### src/sv/mrrt_pkg.sv
// shared types, constants and tables for the multi-reader ring topic block
// no dependencies; imported by every module of the block
`timescale 1ns / 1ps

package mrrt_pkg;

    // fixed field widths
    localparam int DATA_W   = 64;
    localparam int GEN_W    = 32;
    localparam int LOST_W   = 32;
    localparam int QSIZE_W  = 5;
    localparam int FUNC_W   = 3;
    localparam int SUBIN_W  = 3;

    // parameter defaults
    localparam int QUEUE_DEPTH_DEF      = 16;
    localparam int SUBSCRIBER_SLOTS_DEF = 8;
    localparam int WORD_BITS_DEF        = 64;

    // request function codes
    typedef enum logic [FUNC_W-1:0] {
        FN_PUBLISH   = 3'd0,
        FN_SUBSCRIBE = 3'd1,
        FN_READ      = 3'd2,
        FN_CHECK     = 3'd3,
        FN_TAKE_LOST = 3'd4
    } t_func;

    // controller sequence
    typedef enum logic [1:0] {
        S_IDLE,
        S_LAG,
        S_CALC,
        S_OUT
    } t_state;

    // one result item
    typedef struct packed {
        logic              status;
        logic [DATA_W-1:0] read_data;
        logic              updated;
        logic [LOST_W-1:0] lost_count;
        logic [GEN_W-1:0]  generation;
    } t_result;

    // 2^32 mod q for every queue size code
    typedef logic [(1 << QSIZE_W)-1:0][QSIZE_W-1:0] t_mod_table;

    function automatic t_mod_table build_wrap_mod();
        t_mod_table tbl;
        logic [QSIZE_W:0] r;
        tbl = '0;
        for (int q = 1; q < (1 << QSIZE_W); q++) begin
            r = (q == 1) ? '0 : (QSIZE_W + 1)'(1);
            for (int b = 0; b < GEN_W; b++) begin
                r = r << 1;
                if (r >= (QSIZE_W + 1)'(q)) begin
                    r = r - (QSIZE_W + 1)'(q);
                end
            end
            tbl[q] = r[QSIZE_W-1:0];
        end
        return tbl;
    endfunction

    localparam t_mod_table WRAP_MOD = build_wrap_mod();

endpackage

### src/sv/mrrt_ring_mem.sv
// message ring storage: one write port, one registered read port
// uses mrrt_pkg only for consistency of the import style
`timescale 1ns / 1ps

module mrrt_ring_mem #(
    parameter int DEPTH  = 16,
    parameter int WIDTH  = 64,
    parameter int ADDR_W = 4
) (
    input  logic              i_clk,
    input  logic              i_we,
    input  logic [ADDR_W-1:0] i_waddr,
    input  logic [WIDTH-1:0]  i_wdata,
    input  logic              i_re,
    input  logic [ADDR_W-1:0] i_raddr,
    output logic [WIDTH-1:0]  o_rdata
);
    import mrrt_pkg::*;

    logic [WIDTH-1:0] r_mem [DEPTH];
    logic [WIDTH-1:0] r_rdata;

    // write port and registered read port
    always_ff @(posedge i_clk) begin
        if (i_we) begin
            r_mem[i_waddr] <= i_wdata;
        end
        if (i_re) begin
            r_rdata <= r_mem[i_raddr];
        end
    end

    assign o_rdata = r_rdata;

endmodule

### src/sv/mrrt_gen_mem.sv
// reader generation storage with per-entry valid bits (unwritten reads zero)
// uses mrrt_pkg for the generation width
`timescale 1ns / 1ps

module mrrt_gen_mem #(
    parameter int SLOTS  = 8,
    parameter int ADDR_W = 3
) (
    input  logic                       i_clk,
    input  logic                       i_rst_n,
    input  logic                       i_we,
    input  logic [ADDR_W-1:0]          i_waddr,
    input  logic [mrrt_pkg::GEN_W-1:0] i_wdata,
    input  logic                       i_re,
    input  logic [ADDR_W-1:0]          i_raddr,
    output logic [mrrt_pkg::GEN_W-1:0] o_rdata
);
    import mrrt_pkg::*;

    logic [GEN_W-1:0] r_mem [SLOTS];
    logic [SLOTS-1:0] r_valid;
    logic [GEN_W-1:0] r_rdata;
    logic             r_rd_valid;

    // storage array and read data
    always_ff @(posedge i_clk) begin
        if (i_we) begin
            r_mem[i_waddr] <= i_wdata;
        end
        if (i_re) begin
            r_rdata <= r_mem[i_raddr];
        end
    end

    // valid bits, cleared at reset
    always_ff @(posedge i_clk) begin
        if (!i_rst_n) begin
            r_valid    <= '0;
            r_rd_valid <= 1'b0;
        end else begin
            if (i_we) begin
                r_valid[i_waddr] <= 1'b1;
            end
            if (i_re) begin
                r_rd_valid <= r_valid[i_raddr] && !(i_we && i_waddr == i_raddr && 1'b0);
            end
        end
    end

    assign o_rdata = r_rd_valid ? r_rdata : '0;

endmodule

### src/sv/mrrt_ctrl.sv
// request sequencer: generation fetch, lag and slot arithmetic, state update
// uses mrrt_pkg; drives mrrt_ring_mem and mrrt_gen_mem
`timescale 1ns / 1ps

module mrrt_ctrl #(
    parameter int QUEUE_DEPTH      = mrrt_pkg::QUEUE_DEPTH_DEF,
    parameter int SUBSCRIBER_SLOTS = mrrt_pkg::SUBSCRIBER_SLOTS_DEF,
    parameter int WORD_BITS        = mrrt_pkg::WORD_BITS_DEF,
    parameter int SLOT_W           = 4,
    parameter int SUB_W            = 3
) (
    input  logic                         i_clk,
    input  logic                         i_rst_n,
    // queue size register
    input  logic                         i_cfg_wen,
    input  logic [mrrt_pkg::QSIZE_W-1:0] i_cfg_wdata,
    // request side
    input  logic                         i_req_valid,
    output logic                         o_req_ready,
    input  logic [mrrt_pkg::FUNC_W-1:0]  i_func,
    input  logic [mrrt_pkg::SUBIN_W-1:0] i_sub,
    input  logic [mrrt_pkg::DATA_W-1:0]  i_data,
    // result side
    output logic                         o_res_valid,
    input  logic                         i_res_ready,
    output mrrt_pkg::t_result            o_res,
    // ring memory
    output logic                         o_ring_we,
    output logic [SLOT_W-1:0]            o_ring_waddr,
    output logic [WORD_BITS-1:0]         o_ring_wdata,
    output logic                         o_ring_re,
    output logic [SLOT_W-1:0]            o_ring_raddr,
    input  logic [WORD_BITS-1:0]         i_ring_rdata,
    // reader generation memory
    output logic                         o_gen_we,
    output logic [SUB_W-1:0]             o_gen_waddr,
    output logic [mrrt_pkg::GEN_W-1:0]   o_gen_wdata,
    output logic                         o_gen_re,
    output logic [SUB_W-1:0]             o_gen_raddr,
    input  logic [mrrt_pkg::GEN_W-1:0]   i_gen_rdata
);
    import mrrt_pkg::*;

    localparam int SUM_W = 9;
    localparam logic [SUM_W-1:0] DEPTH_S = SUM_W'(QUEUE_DEPTH);

    // subscriber index modulo the slot count, narrow repeated subtract
    function automatic logic [SUB_W-1:0] sub_index(input logic [SUBIN_W-1:0] s);
        logic [6:0] v;
        v = 7'(s);
        for (int k = 0; k < (1 << SUBIN_W); k++) begin
            if (v >= 7'(SUBSCRIBER_SLOTS)) begin
                v = v - 7'(SUBSCRIBER_SLOTS);
            end
        end
        return v[SUB_W-1:0];
    endfunction

    // control state
    t_state              r_state, n_state;
    logic [QSIZE_W-1:0]  r_qsize, n_qsize;
    logic                r_has_data, n_has_data;
    logic [GEN_W-1:0]    r_pub_gen, n_pub_gen;
    logic [SLOT_W-1:0]   r_pub_slot, n_pub_slot;
    logic [LOST_W-1:0]   r_lost, n_lost;

    // request payload and working values
    t_func               r_func, n_func;
    logic [SUB_W-1:0]    r_sub, n_sub;
    logic [WORD_BITS-1:0] r_data, n_data;
    logic [GEN_W-1:0]    r_rg, n_rg;
    logic [GEN_W-1:0]    r_lag, n_lag;
    logic                r_read_ok, n_read_ok;
    logic                r_res_status, n_res_status;
    logic                r_res_upd, n_res_upd;
    logic [LOST_W-1:0]   r_res_lost, n_res_lost;
    logic [GEN_W-1:0]    r_res_gen, n_res_gen;

    // read arithmetic
    logic                overrun;
    logic [QSIZE_W-1:0]  rd_back;
    logic                wraps;
    logic [SUM_W-1:0]    slot_sum, slot_n1, slot_n2;
    logic [QSIZE_W-1:0]  cfg_sat;

    // read distance from the publish generation and the slot it maps to
    always_comb begin
        overrun = r_lag > GEN_W'(r_qsize);
        if (overrun) begin
            rd_back = r_qsize;
        end else if (r_lag == '0) begin
            rd_back = QSIZE_W'(1);
        end else begin
            rd_back = r_lag[QSIZE_W-1:0];
        end
        wraps    = r_pub_gen < GEN_W'(rd_back);
        slot_sum = SUM_W'(r_pub_slot) + SUM_W'(r_qsize)
                 + (wraps ? SUM_W'(WRAP_MOD[r_qsize]) : '0) - SUM_W'(rd_back);
        slot_n1  = (slot_sum >= SUM_W'(r_qsize)) ? slot_sum - SUM_W'(r_qsize) : slot_sum;
        slot_n2  = (slot_n1 >= SUM_W'(r_qsize)) ? slot_n1 - SUM_W'(r_qsize) : slot_n1;
        cfg_sat  = (SUM_W'(i_cfg_wdata) > DEPTH_S) ? QSIZE_W'(QUEUE_DEPTH) : i_cfg_wdata;
    end

    // next state, memory accesses and results
    always_comb begin
        n_state      = r_state;
        n_qsize      = r_qsize;
        n_has_data   = r_has_data;
        n_pub_gen    = r_pub_gen;
        n_pub_slot   = r_pub_slot;
        n_lost       = r_lost;
        n_func       = r_func;
        n_sub        = r_sub;
        n_data       = r_data;
        n_rg         = r_rg;
        n_lag        = r_lag;
        n_read_ok    = r_read_ok;
        n_res_status = r_res_status;
        n_res_upd    = r_res_upd;
        n_res_lost   = r_res_lost;
        n_res_gen    = r_res_gen;

        o_req_ready  = 1'b0;
        o_res_valid  = 1'b0;
        o_ring_we    = 1'b0;
        o_ring_waddr = r_pub_slot;
        o_ring_wdata = r_data;
        o_ring_re    = 1'b0;
        o_ring_raddr = slot_n2[SLOT_W-1:0];
        o_gen_we     = 1'b0;
        o_gen_waddr  = r_sub;
        o_gen_wdata  = r_pub_gen;
        o_gen_re     = 1'b0;
        o_gen_raddr  = sub_index(i_sub);

        // queue size register: saturated to the depth, never shrinks, frozen once data exists
        if (i_cfg_wen && !r_has_data && cfg_sat >= r_qsize) begin
            n_qsize = cfg_sat;
        end

        unique case (r_state)
            S_IDLE: begin
                o_req_ready = 1'b1;
                if (i_req_valid) begin
                    o_gen_re = 1'b1;
                    n_func   = t_func'(i_func);
                    n_sub    = sub_index(i_sub);
                    n_data   = i_data[WORD_BITS-1:0];
                    n_state  = S_LAG;
                end
            end
            S_LAG: begin
                n_rg    = i_gen_rdata;
                n_lag   = r_pub_gen - i_gen_rdata;
                n_state = S_CALC;
            end
            S_CALC: begin
                n_res_status = 1'b0;
                n_res_upd    = 1'b0;
                n_read_ok    = 1'b0;
                n_res_lost   = r_lost;
                case (r_func)
                    FN_PUBLISH: begin
                        o_ring_we  = 1'b1;
                        n_pub_gen  = r_pub_gen + GEN_W'(1);
                        n_has_data = 1'b1;
                        if (r_pub_gen == '1
                            || SUM_W'(r_pub_slot) + SUM_W'(1) == SUM_W'(r_qsize)) begin
                            n_pub_slot = '0;
                        end else begin
                            n_pub_slot = r_pub_slot + SLOT_W'(1);
                        end
                    end
                    FN_SUBSCRIBE: begin
                        o_gen_we = 1'b1;
                    end
                    FN_READ: begin
                        if (!r_has_data) begin
                            n_res_status = 1'b1;
                        end else begin
                            if (overrun) begin
                                n_lost = r_lost + (r_lag - GEN_W'(r_qsize));
                            end
                            o_ring_re   = 1'b1;
                            o_gen_we    = 1'b1;
                            o_gen_wdata = r_pub_gen - GEN_W'(rd_back) + GEN_W'(1);
                            n_read_ok   = 1'b1;
                        end
                        n_res_lost = n_lost;
                    end
                    FN_CHECK: begin
                        n_res_upd = r_has_data && (r_rg != r_pub_gen);
                    end
                    FN_TAKE_LOST: begin
                        n_lost = '0;
                    end
                    default: begin
                    end
                endcase
                n_res_gen = n_pub_gen;
                n_state   = S_OUT;
            end
            S_OUT: begin
                o_res_valid = 1'b1;
                if (i_res_ready) begin
                    n_state = S_IDLE;
                end
            end
            default: begin
                n_state = S_IDLE;
            end
        endcase
    end

    // control registers
    always_ff @(posedge i_clk) begin
        if (!i_rst_n) begin
            r_state    <= S_IDLE;
            r_qsize    <= QSIZE_W'(1);
            r_has_data <= 1'b0;
            r_pub_gen  <= '0;
            r_pub_slot <= '0;
            r_lost     <= '0;
        end else begin
            r_state    <= n_state;
            r_qsize    <= n_qsize;
            r_has_data <= n_has_data;
            r_pub_gen  <= n_pub_gen;
            r_pub_slot <= n_pub_slot;
            r_lost     <= n_lost;
        end
    end

    // payload registers
    always_ff @(posedge i_clk) begin
        r_func       <= n_func;
        r_sub        <= n_sub;
        r_data       <= n_data;
        r_rg         <= n_rg;
        r_lag        <= n_lag;
        r_read_ok    <= n_read_ok;
        r_res_status <= n_res_status;
        r_res_upd    <= n_res_upd;
        r_res_lost   <= n_res_lost;
        r_res_gen    <= n_res_gen;
    end

    // result word, ring data arrives in the cycle after the read
    always_comb begin
        o_res.status     = r_res_status;
        o_res.read_data  = r_read_ok ? DATA_W'(i_ring_rdata) : '0;
        o_res.updated    = r_res_upd;
        o_res.lost_count = r_res_lost;
        o_res.generation = r_res_gen;
    end

    // publish slot always inside the active ring
    a_pub_slot_range: assert property (@(posedge i_clk) disable iff (!i_rst_n)
        SUM_W'(r_pub_slot) < SUM_W'(r_qsize))
        else $error("publish slot outside active ring");

    // ring reads only hit active slots
    a_read_slot_range: assert property (@(posedge i_clk) disable iff (!i_rst_n)
        o_ring_re |-> SUM_W'(o_ring_raddr) < SUM_W'(r_qsize))
        else $error("ring read outside active ring");

    // queue size is frozen once something was published
    a_qsize_frozen: assert property (@(posedge i_clk) disable iff (!i_rst_n)
        r_has_data |=> $stable(r_qsize))
        else $error("queue size changed after publish");

    // a publish advances the generation by exactly one
    a_pub_step: assert property (@(posedge i_clk) disable iff (!i_rst_n)
        (r_state == S_CALC && r_func == FN_PUBLISH)
            |=> r_pub_gen == $past(r_pub_gen) + GEN_W'(1))
        else $error("publish generation did not step");

    // reader generations only change on subscribe or a read with data
    a_gen_write: assert property (@(posedge i_clk) disable iff (!i_rst_n)
        o_gen_we |-> (r_state == S_CALC
            && (r_func == FN_SUBSCRIBE || (r_func == FN_READ && r_has_data))))
        else $error("unexpected reader generation write");

endmodule

### src/sv/multi_reader_ring_topic_top.sv
// top level of the multi-reader ring topic: stream ports and result register
// uses mrrt_pkg, mrrt_ring_mem, mrrt_gen_mem and mrrt_ctrl
`timescale 1ns / 1ps

// One publisher, several subscribers sharing a ring of message words.
// Requests arrive on the s_axis channel: tdata carries the word to publish,
// tuser the function code and the subscriber slot. Every request yields one
// result on the m_axis channel: tuser is the status flag (set when a read
// finds nothing published), tdata packs read data, the updated flag, the
// lost counter and the publish generation.
// A request is taken, its subscriber generation fetched from the generation
// memory, the lag and ring slot worked out and the state written back, and
// the result loaded into the output register. tready is low while a request
// is in flight. A stalled receiver holds the output register; one more
// request can be worked up to its result while it waits, then the input side
// stalls. Reset clears generations, lost counter and the queue size (back to
// 1); ring contents are left as they are. The user must make queue size
// writes on the config port only while idle; the block does not enforce
// this. Writes are ignored once the first publish is done.
module multi_reader_ring_topic_top #(
    parameter int QUEUE_DEPTH      = mrrt_pkg::QUEUE_DEPTH_DEF,
    parameter int SUBSCRIBER_SLOTS = mrrt_pkg::SUBSCRIBER_SLOTS_DEF,
    parameter int WORD_BITS        = mrrt_pkg::WORD_BITS_DEF
) (
    input  logic                         i_clk,
    input  logic                         i_rst_n,
    // queue size register
    input  logic                         i_cfg_wen,
    input  logic [mrrt_pkg::QSIZE_W-1:0] i_cfg_wdata,
    // request stream
    input  logic                         i_s_axis_tvalid,
    output logic                         o_s_axis_tready,
    input  logic [63:0]                  i_s_axis_tdata,  // data[63:0]
    input  logic [5:0]                   i_s_axis_tuser,  // func[2:0], subscriber[5:3]
    // result stream
    output logic                         o_m_axis_tvalid,
    input  logic                         i_m_axis_tready,
    // read_data[63:0], updated[64], lost_count[96:65], generation[128:97], zero pad
    output logic [135:0]                 o_m_axis_tdata,
    output logic [0:0]                   o_m_axis_tuser   // status[0]
);
    import mrrt_pkg::*;

    localparam int SLOT_W = (QUEUE_DEPTH > 1) ? $clog2(QUEUE_DEPTH) : 1;
    localparam int SUB_W  = (SUBSCRIBER_SLOTS > 1) ? $clog2(SUBSCRIBER_SLOTS) : 1;

    logic                 res_valid;
    logic                 res_ready;
    t_result              res;
    logic                 ring_we, ring_re;
    logic [SLOT_W-1:0]    ring_waddr, ring_raddr;
    logic [WORD_BITS-1:0] ring_wdata, ring_rdata;
    logic                 gen_we, gen_re;
    logic [SUB_W-1:0]     gen_waddr, gen_raddr;
    logic [GEN_W-1:0]     gen_wdata, gen_rdata;

    logic                 r_out_valid;
    t_result              r_out;

    // request sequencer
    mrrt_ctrl #(
        .QUEUE_DEPTH      (QUEUE_DEPTH),
        .SUBSCRIBER_SLOTS (SUBSCRIBER_SLOTS),
        .WORD_BITS        (WORD_BITS),
        .SLOT_W           (SLOT_W),
        .SUB_W            (SUB_W)
    ) u_ctrl (
        .i_clk        (i_clk),
        .i_rst_n      (i_rst_n),
        .i_cfg_wen    (i_cfg_wen),
        .i_cfg_wdata  (i_cfg_wdata),
        .i_req_valid  (i_s_axis_tvalid),
        .o_req_ready  (o_s_axis_tready),
        .i_func       (i_s_axis_tuser[2:0]),
        .i_sub        (i_s_axis_tuser[5:3]),
        .i_data       (i_s_axis_tdata),
        .o_res_valid  (res_valid),
        .i_res_ready  (res_ready),
        .o_res        (res),
        .o_ring_we    (ring_we),
        .o_ring_waddr (ring_waddr),
        .o_ring_wdata (ring_wdata),
        .o_ring_re    (ring_re),
        .o_ring_raddr (ring_raddr),
        .i_ring_rdata (ring_rdata),
        .o_gen_we     (gen_we),
        .o_gen_waddr  (gen_waddr),
        .o_gen_wdata  (gen_wdata),
        .o_gen_re     (gen_re),
        .o_gen_raddr  (gen_raddr),
        .i_gen_rdata  (gen_rdata)
    );

    // message ring
    mrrt_ring_mem #(
        .DEPTH  (QUEUE_DEPTH),
        .WIDTH  (WORD_BITS),
        .ADDR_W (SLOT_W)
    ) u_ring_mem (
        .i_clk   (i_clk),
        .i_we    (ring_we),
        .i_waddr (ring_waddr),
        .i_wdata (ring_wdata),
        .i_re    (ring_re),
        .i_raddr (ring_raddr),
        .o_rdata (ring_rdata)
    );

    // subscriber generations
    mrrt_gen_mem #(
        .SLOTS  (SUBSCRIBER_SLOTS),
        .ADDR_W (SUB_W)
    ) u_gen_mem (
        .i_clk   (i_clk),
        .i_rst_n (i_rst_n),
        .i_we    (gen_we),
        .i_waddr (gen_waddr),
        .i_wdata (gen_wdata),
        .i_re    (gen_re),
        .i_raddr (gen_raddr),
        .o_rdata (gen_rdata)
    );

    // output register between sequencer and receiver
    assign res_ready = !r_out_valid || i_m_axis_tready;

    always_ff @(posedge i_clk) begin
        if (!i_rst_n) begin
            r_out_valid <= 1'b0;
        end else if (res_ready) begin
            r_out_valid <= res_valid;
        end
    end

    always_ff @(posedge i_clk) begin
        if (res_ready && res_valid) begin
            r_out <= res;
        end
    end

    // pack result fields
    assign o_m_axis_tvalid = r_out_valid;
    assign o_m_axis_tuser  = r_out.status;
    assign o_m_axis_tdata  = {7'd0, r_out.generation, r_out.lost_count,
                              r_out.updated, r_out.read_data};

endmodule

### config.mk
export PLATFORM = sky130hd
export DESIGN_NAME = multi_reader_ring_topic_top
export DESIGN_NICKNAME = d
export VERILOG_FILES = /design/src/sv/mrrt_pkg.sv /design/src/sv/mrrt_ring_mem.sv /design/src/sv/mrrt_gen_mem.sv /design/src/sv/mrrt_ctrl.sv /design/src/sv/multi_reader_ring_topic_top.sv
export SDC_FILE = /design/constraint.sdc
export NUM_CORES = 2
export LEC_CHECK = 0
export ABC_AREA = 1
export BUFFER_PORTS_ARGS = -buffer_cell sky130_fd_sc_hd__buf_2
export CORE_ASPECT_RATIO = 1.5
export CORE_MARGIN = 2
export CORE_UTILIZATION = 55
export CTS_BUF_LIST = sky130_fd_sc_hd__clkbuf_8 sky130_fd_sc_hd__clkbuf_16
export DETAILED_ROUTE_END_ITERATION = 16
export PLACE_DENSITY_LB_ADDON = 0.15
export SLEW_MARGIN = 20
export SYNTH_ARGS = -nofsm -noshare
export SYNTH_HDL_FRONTEND = slang
export SYNTH_SLANG_ARGS = --single-unit
### constraint.sdc
create_clock -name i_clk -period 8.5 [get_ports i_clk]
set_input_delay 0.425 -clock i_clk [delete_from_list [all_inputs] [get_ports i_clk]]
set_output_delay 0.425 -clock i_clk [all_outputs]
set_load 0.02 [all_outputs]
==> impl_results.md <==
* Crit path launch type: register
* Die Area at ~150000 um2
* Worst Hold End: u_ctrl.r_state[0]
* H-Tree Depth at 4
* Worst Setup End Kind: register
* Vias in the first global route at 55400
* Clock transition at path regs at 70 ps
* Clock sinks at 1798
* Register area share after synthesis at 64.7%
* First-pass GRT wire length at between 300000 and 400000 um
* Initial DRC Count at 5496
* Largest net degree at the start of global routing at roughly 90
* Crit Path Class: register to register
* CP Max Fanout at 20
* DR vias at 57200
* Yosys top cell area share at 62.5%
* Dpl cells at 9885
* Status: complete, no violations
* Clk buf depth at 3
* Die Y at approximately 480 um
* Ys async rst share at 0%
* Mean Syn Cell Area at between 10 and 15 um2
* Mapped Area at 82000 um2
* CP arrival at 8510 ps
* Hold crit path type: input port to register
* Setup TNS at 0 ps
* R2r endpoint: u_ring_mem.o_rdata[62]
* Synth area leaders: edfxtp_1 (62%), inv_1 (7.2%), nand3_1 (7.0%)
* Nets at 8578
* Most common cell after layout, fill and taps aside: edfxtp_1
* Slew Limit Fails at 0
* Met3 Track Usage GR at under 10%
* Reg2reg setup slack at 560 ps
* GR Util met1 at 34.5%
* Core Footprint at 148000 um2
* DR pass1 iterations at 10
* Routed len/inst at ~22 um
* Delay-heaviest family, CP: simple AND/OR/NAND/NOR gates
* Drt drc at 0
* Final setup violation count at 0
* Most common cell type on the critical path: nand2_1
* CTS tree: done
* Post-synth EDFFs at 1707
* Layout fillers at 11700
* Number of non-filler instances in the completed layout at around 10000
* Area after DPL at between 80000 and 90000 um2
* Share of cells above drive strength 1 at 9.32%
* CTS buffer count at 169
* R2r worst-path depth at 59
* Mapped Cells at 7898
* Tcrit/Tclk final at a little over 90%
* Row cnt at 173
* Most frequent cells in the layout: edfxtp_1 (1707), inv_1 (1601), nand2_1 (1479), nand3_1 (1144), nor2_1 (405)
* Crit path buffers/inverters at 13
* Global placement routability congestion at 0.923
* Synth area leader: edfxtp_1
* Reg2reg start: u_ctrl.r_lag[1]
* Total Wirelength at around 220000 um
* Top Ports at 219
* Initial Util at 55.4%
* GRT overflow at 0
* Maximum capacitance violations at 0
* Worst Hold Depth at 3
* FF+latch count, synth at 1798
* Post-route setup slack at 555 ps
* Via-to-Cell Ratio at 5.54
* Slew @ Worst Pin at 1200 ps
* GR Util met2 at 50.8%
* Critical path required time at 9070 ps
* GR peak layer: met2
* Synthesis-to-finish area growth at 14.0%
* Final setup skew at 18.8 ps
* Fin crit period at 7940 ps
* Initial antenna violation count at 10
* Post-DP HPWL at between 100000 and 150000 um
* Port Buffer Count at 211
* Die W at 319 um
* Pre-CTS setup slack at 161 ps
* Post-route cell area at 93500 um2
* CP max stage cell: edfxtp_1
* Fmax at 126 MHz
* Ys flop type: edfxtp_1
* Yosys warnings at 0
* Post-DRT Antenna Nets at 0
* Hold_sp: i_rst_n
* Count of different cell masters after synthesis at 52
* Root Driver: clkbuf_16
* Final Hold Viols at 0
* Largest stage delay, worst path at slightly above 400 ps
* Skew-Pair Late Insertion Delay at 810 ps
* Gr usage total at roughly 29%
* Worst slew margin at about a fifth
## timing repair
action                                 4_1_cts  5_1_grt
resized for setup                            0       61
setup buffers                                0       47
endpoints found under the hold margin       71        0
setup endpoints to repair                    0       64
hold buffers                                70        0
## synthesized netlist by cell type, types with 5 or more instances
cell type  count
edfxtp_1    1707
inv_1       1569
nand2_1     1482
nand3_1     1146
nor2_1       436
o21ai_0      309
ha_1         216
a21oi_1      184
buf_2        178
clkbuf_1     103
xor2_1        95
dfxtp_1       91
a31oi_1       52
xnor2_1       47
o22ai_1       37
nand4_1       33
buf_4         22
nor3_1        21
o21bai_1      21
buf_1         20
fa_1          14
nor4_1        13
a21o_1         9
or2_2          8
o211ai_1       7
a211oi_1       6
o21a_1         6
a21boi_0       5
buf_6          5
inv_2          5
nand2_4        5
## worst max path at each step
stage,from,end,cells past startpoint
6_report,u_ctrl.r_lag[1],u_ring_mem.o_rdata[62],59
5_1_grt,u_ctrl.r_lag[3],u_ring_mem.o_rdata[58],60
4_1_cts,u_ctrl.r_lag[4],u_ring_mem.o_rdata[14],55
2_1_floorplan,u_ctrl.r_qsize[1],u_ring_mem.o_rdata[13],58
3_5_place_dp,u_ctrl.r_lag[4],u_ring_mem.o_rdata[20],55
3_3_place_gp,u_ctrl.r_lag[4],u_ring_mem.o_rdata[20],55
## through the flow
| stage | hold WS, ps | util (%) |
|---|---|---|
| after floorplan | 400 | - |
| after global placement | 403 | 58.1 |
| after detailed placement | 405 | 58.1 |
| after CTS | 44.0 | 62.3 |
| after global routing | 66.2 | 63.2 |
| final | 108 | 63.2 |
## sequential cells by signal, summed over array words and instances, names as in the netlist, 2 cells and up, named ones only
name / flops
u_ring_mem.r_mem: 1024
u_gen_mem.r_mem: 256
o_m_axis_tdata: 129
u_ctrl.o_ring_wdata: 64
u_ring_mem.o_rdata: 64
u_ctrl.r_lag: 32
u_ctrl.r_lost: 32
u_ctrl.r_pub_gen: 32
u_ctrl.r_res_gen: 32
u_ctrl.r_res_lost: 32
u_ctrl.r_rg: 32
u_gen_mem.r_rdata: 32
u_gen_mem.r_valid: 8
u_ctrl.r_qsize: 5
u_ctrl.o_ring_waddr: 4
u_ctrl.o_gen_waddr: 3
u_ctrl.r_func: 3
u_ctrl.r_state: 2
## final cells by class
| class | instances | area [um2] | area share [%] |
|---|---|---|---|
| antenna | 2 | 5.00 | 0.00535 |
| tap | 1925 | 2410 | 2.58 |
| clock buffer | 178 | 4390 | 4.69 |
| multi-input combinational | 4203 | 21900 | 23.4 |
| sequential | 1798 | 53100 | 56.7 |
| timing repair buffer | 519 | 4710 | 5.04 |
| clock inverter | 133 | 1080 | 1.15 |
| inverter | 1577 | 5940 | 6.36 |
## metal layers
metal	wire length, um	up-vias
met5	103	-
met4	9580	10
met3	14900	469
met2	115000	2264
met1	85000	27700
li1	-	26700
## kinds of logic (layout without fill, tap and decap cells)
family / Yosys count / after routing / synth area share, %
simple gates: 3162 / 3164 / 16.6
buf+inv: 1905 / 2407 / 9.14
flops: 1798 / 1798 / 64.7
compound gates: 660 / 660 / 4.44
fa+ha+maj: 230 / 230 / 3.64
xor+xnor: 142 / 142 / 1.52
other cells: 1 / 9 / 0.00457
## worst reg2reg max path: cells and delay by family, from the launching register on
family	cells	cell delay [ps]
adder cells (fa/ha/maj)	7	2010
XOR/XNOR	1	220
buffers and inverters	13	1410
flip-flops	1	410
AND/OR/NAND/NOR	34	3230
AO/OA/AOI/OAI	4	430
Power is left out: the tool's default activity adds up to more than one toggle a clock period on the data nets, which glitch-free logic cannot reach.
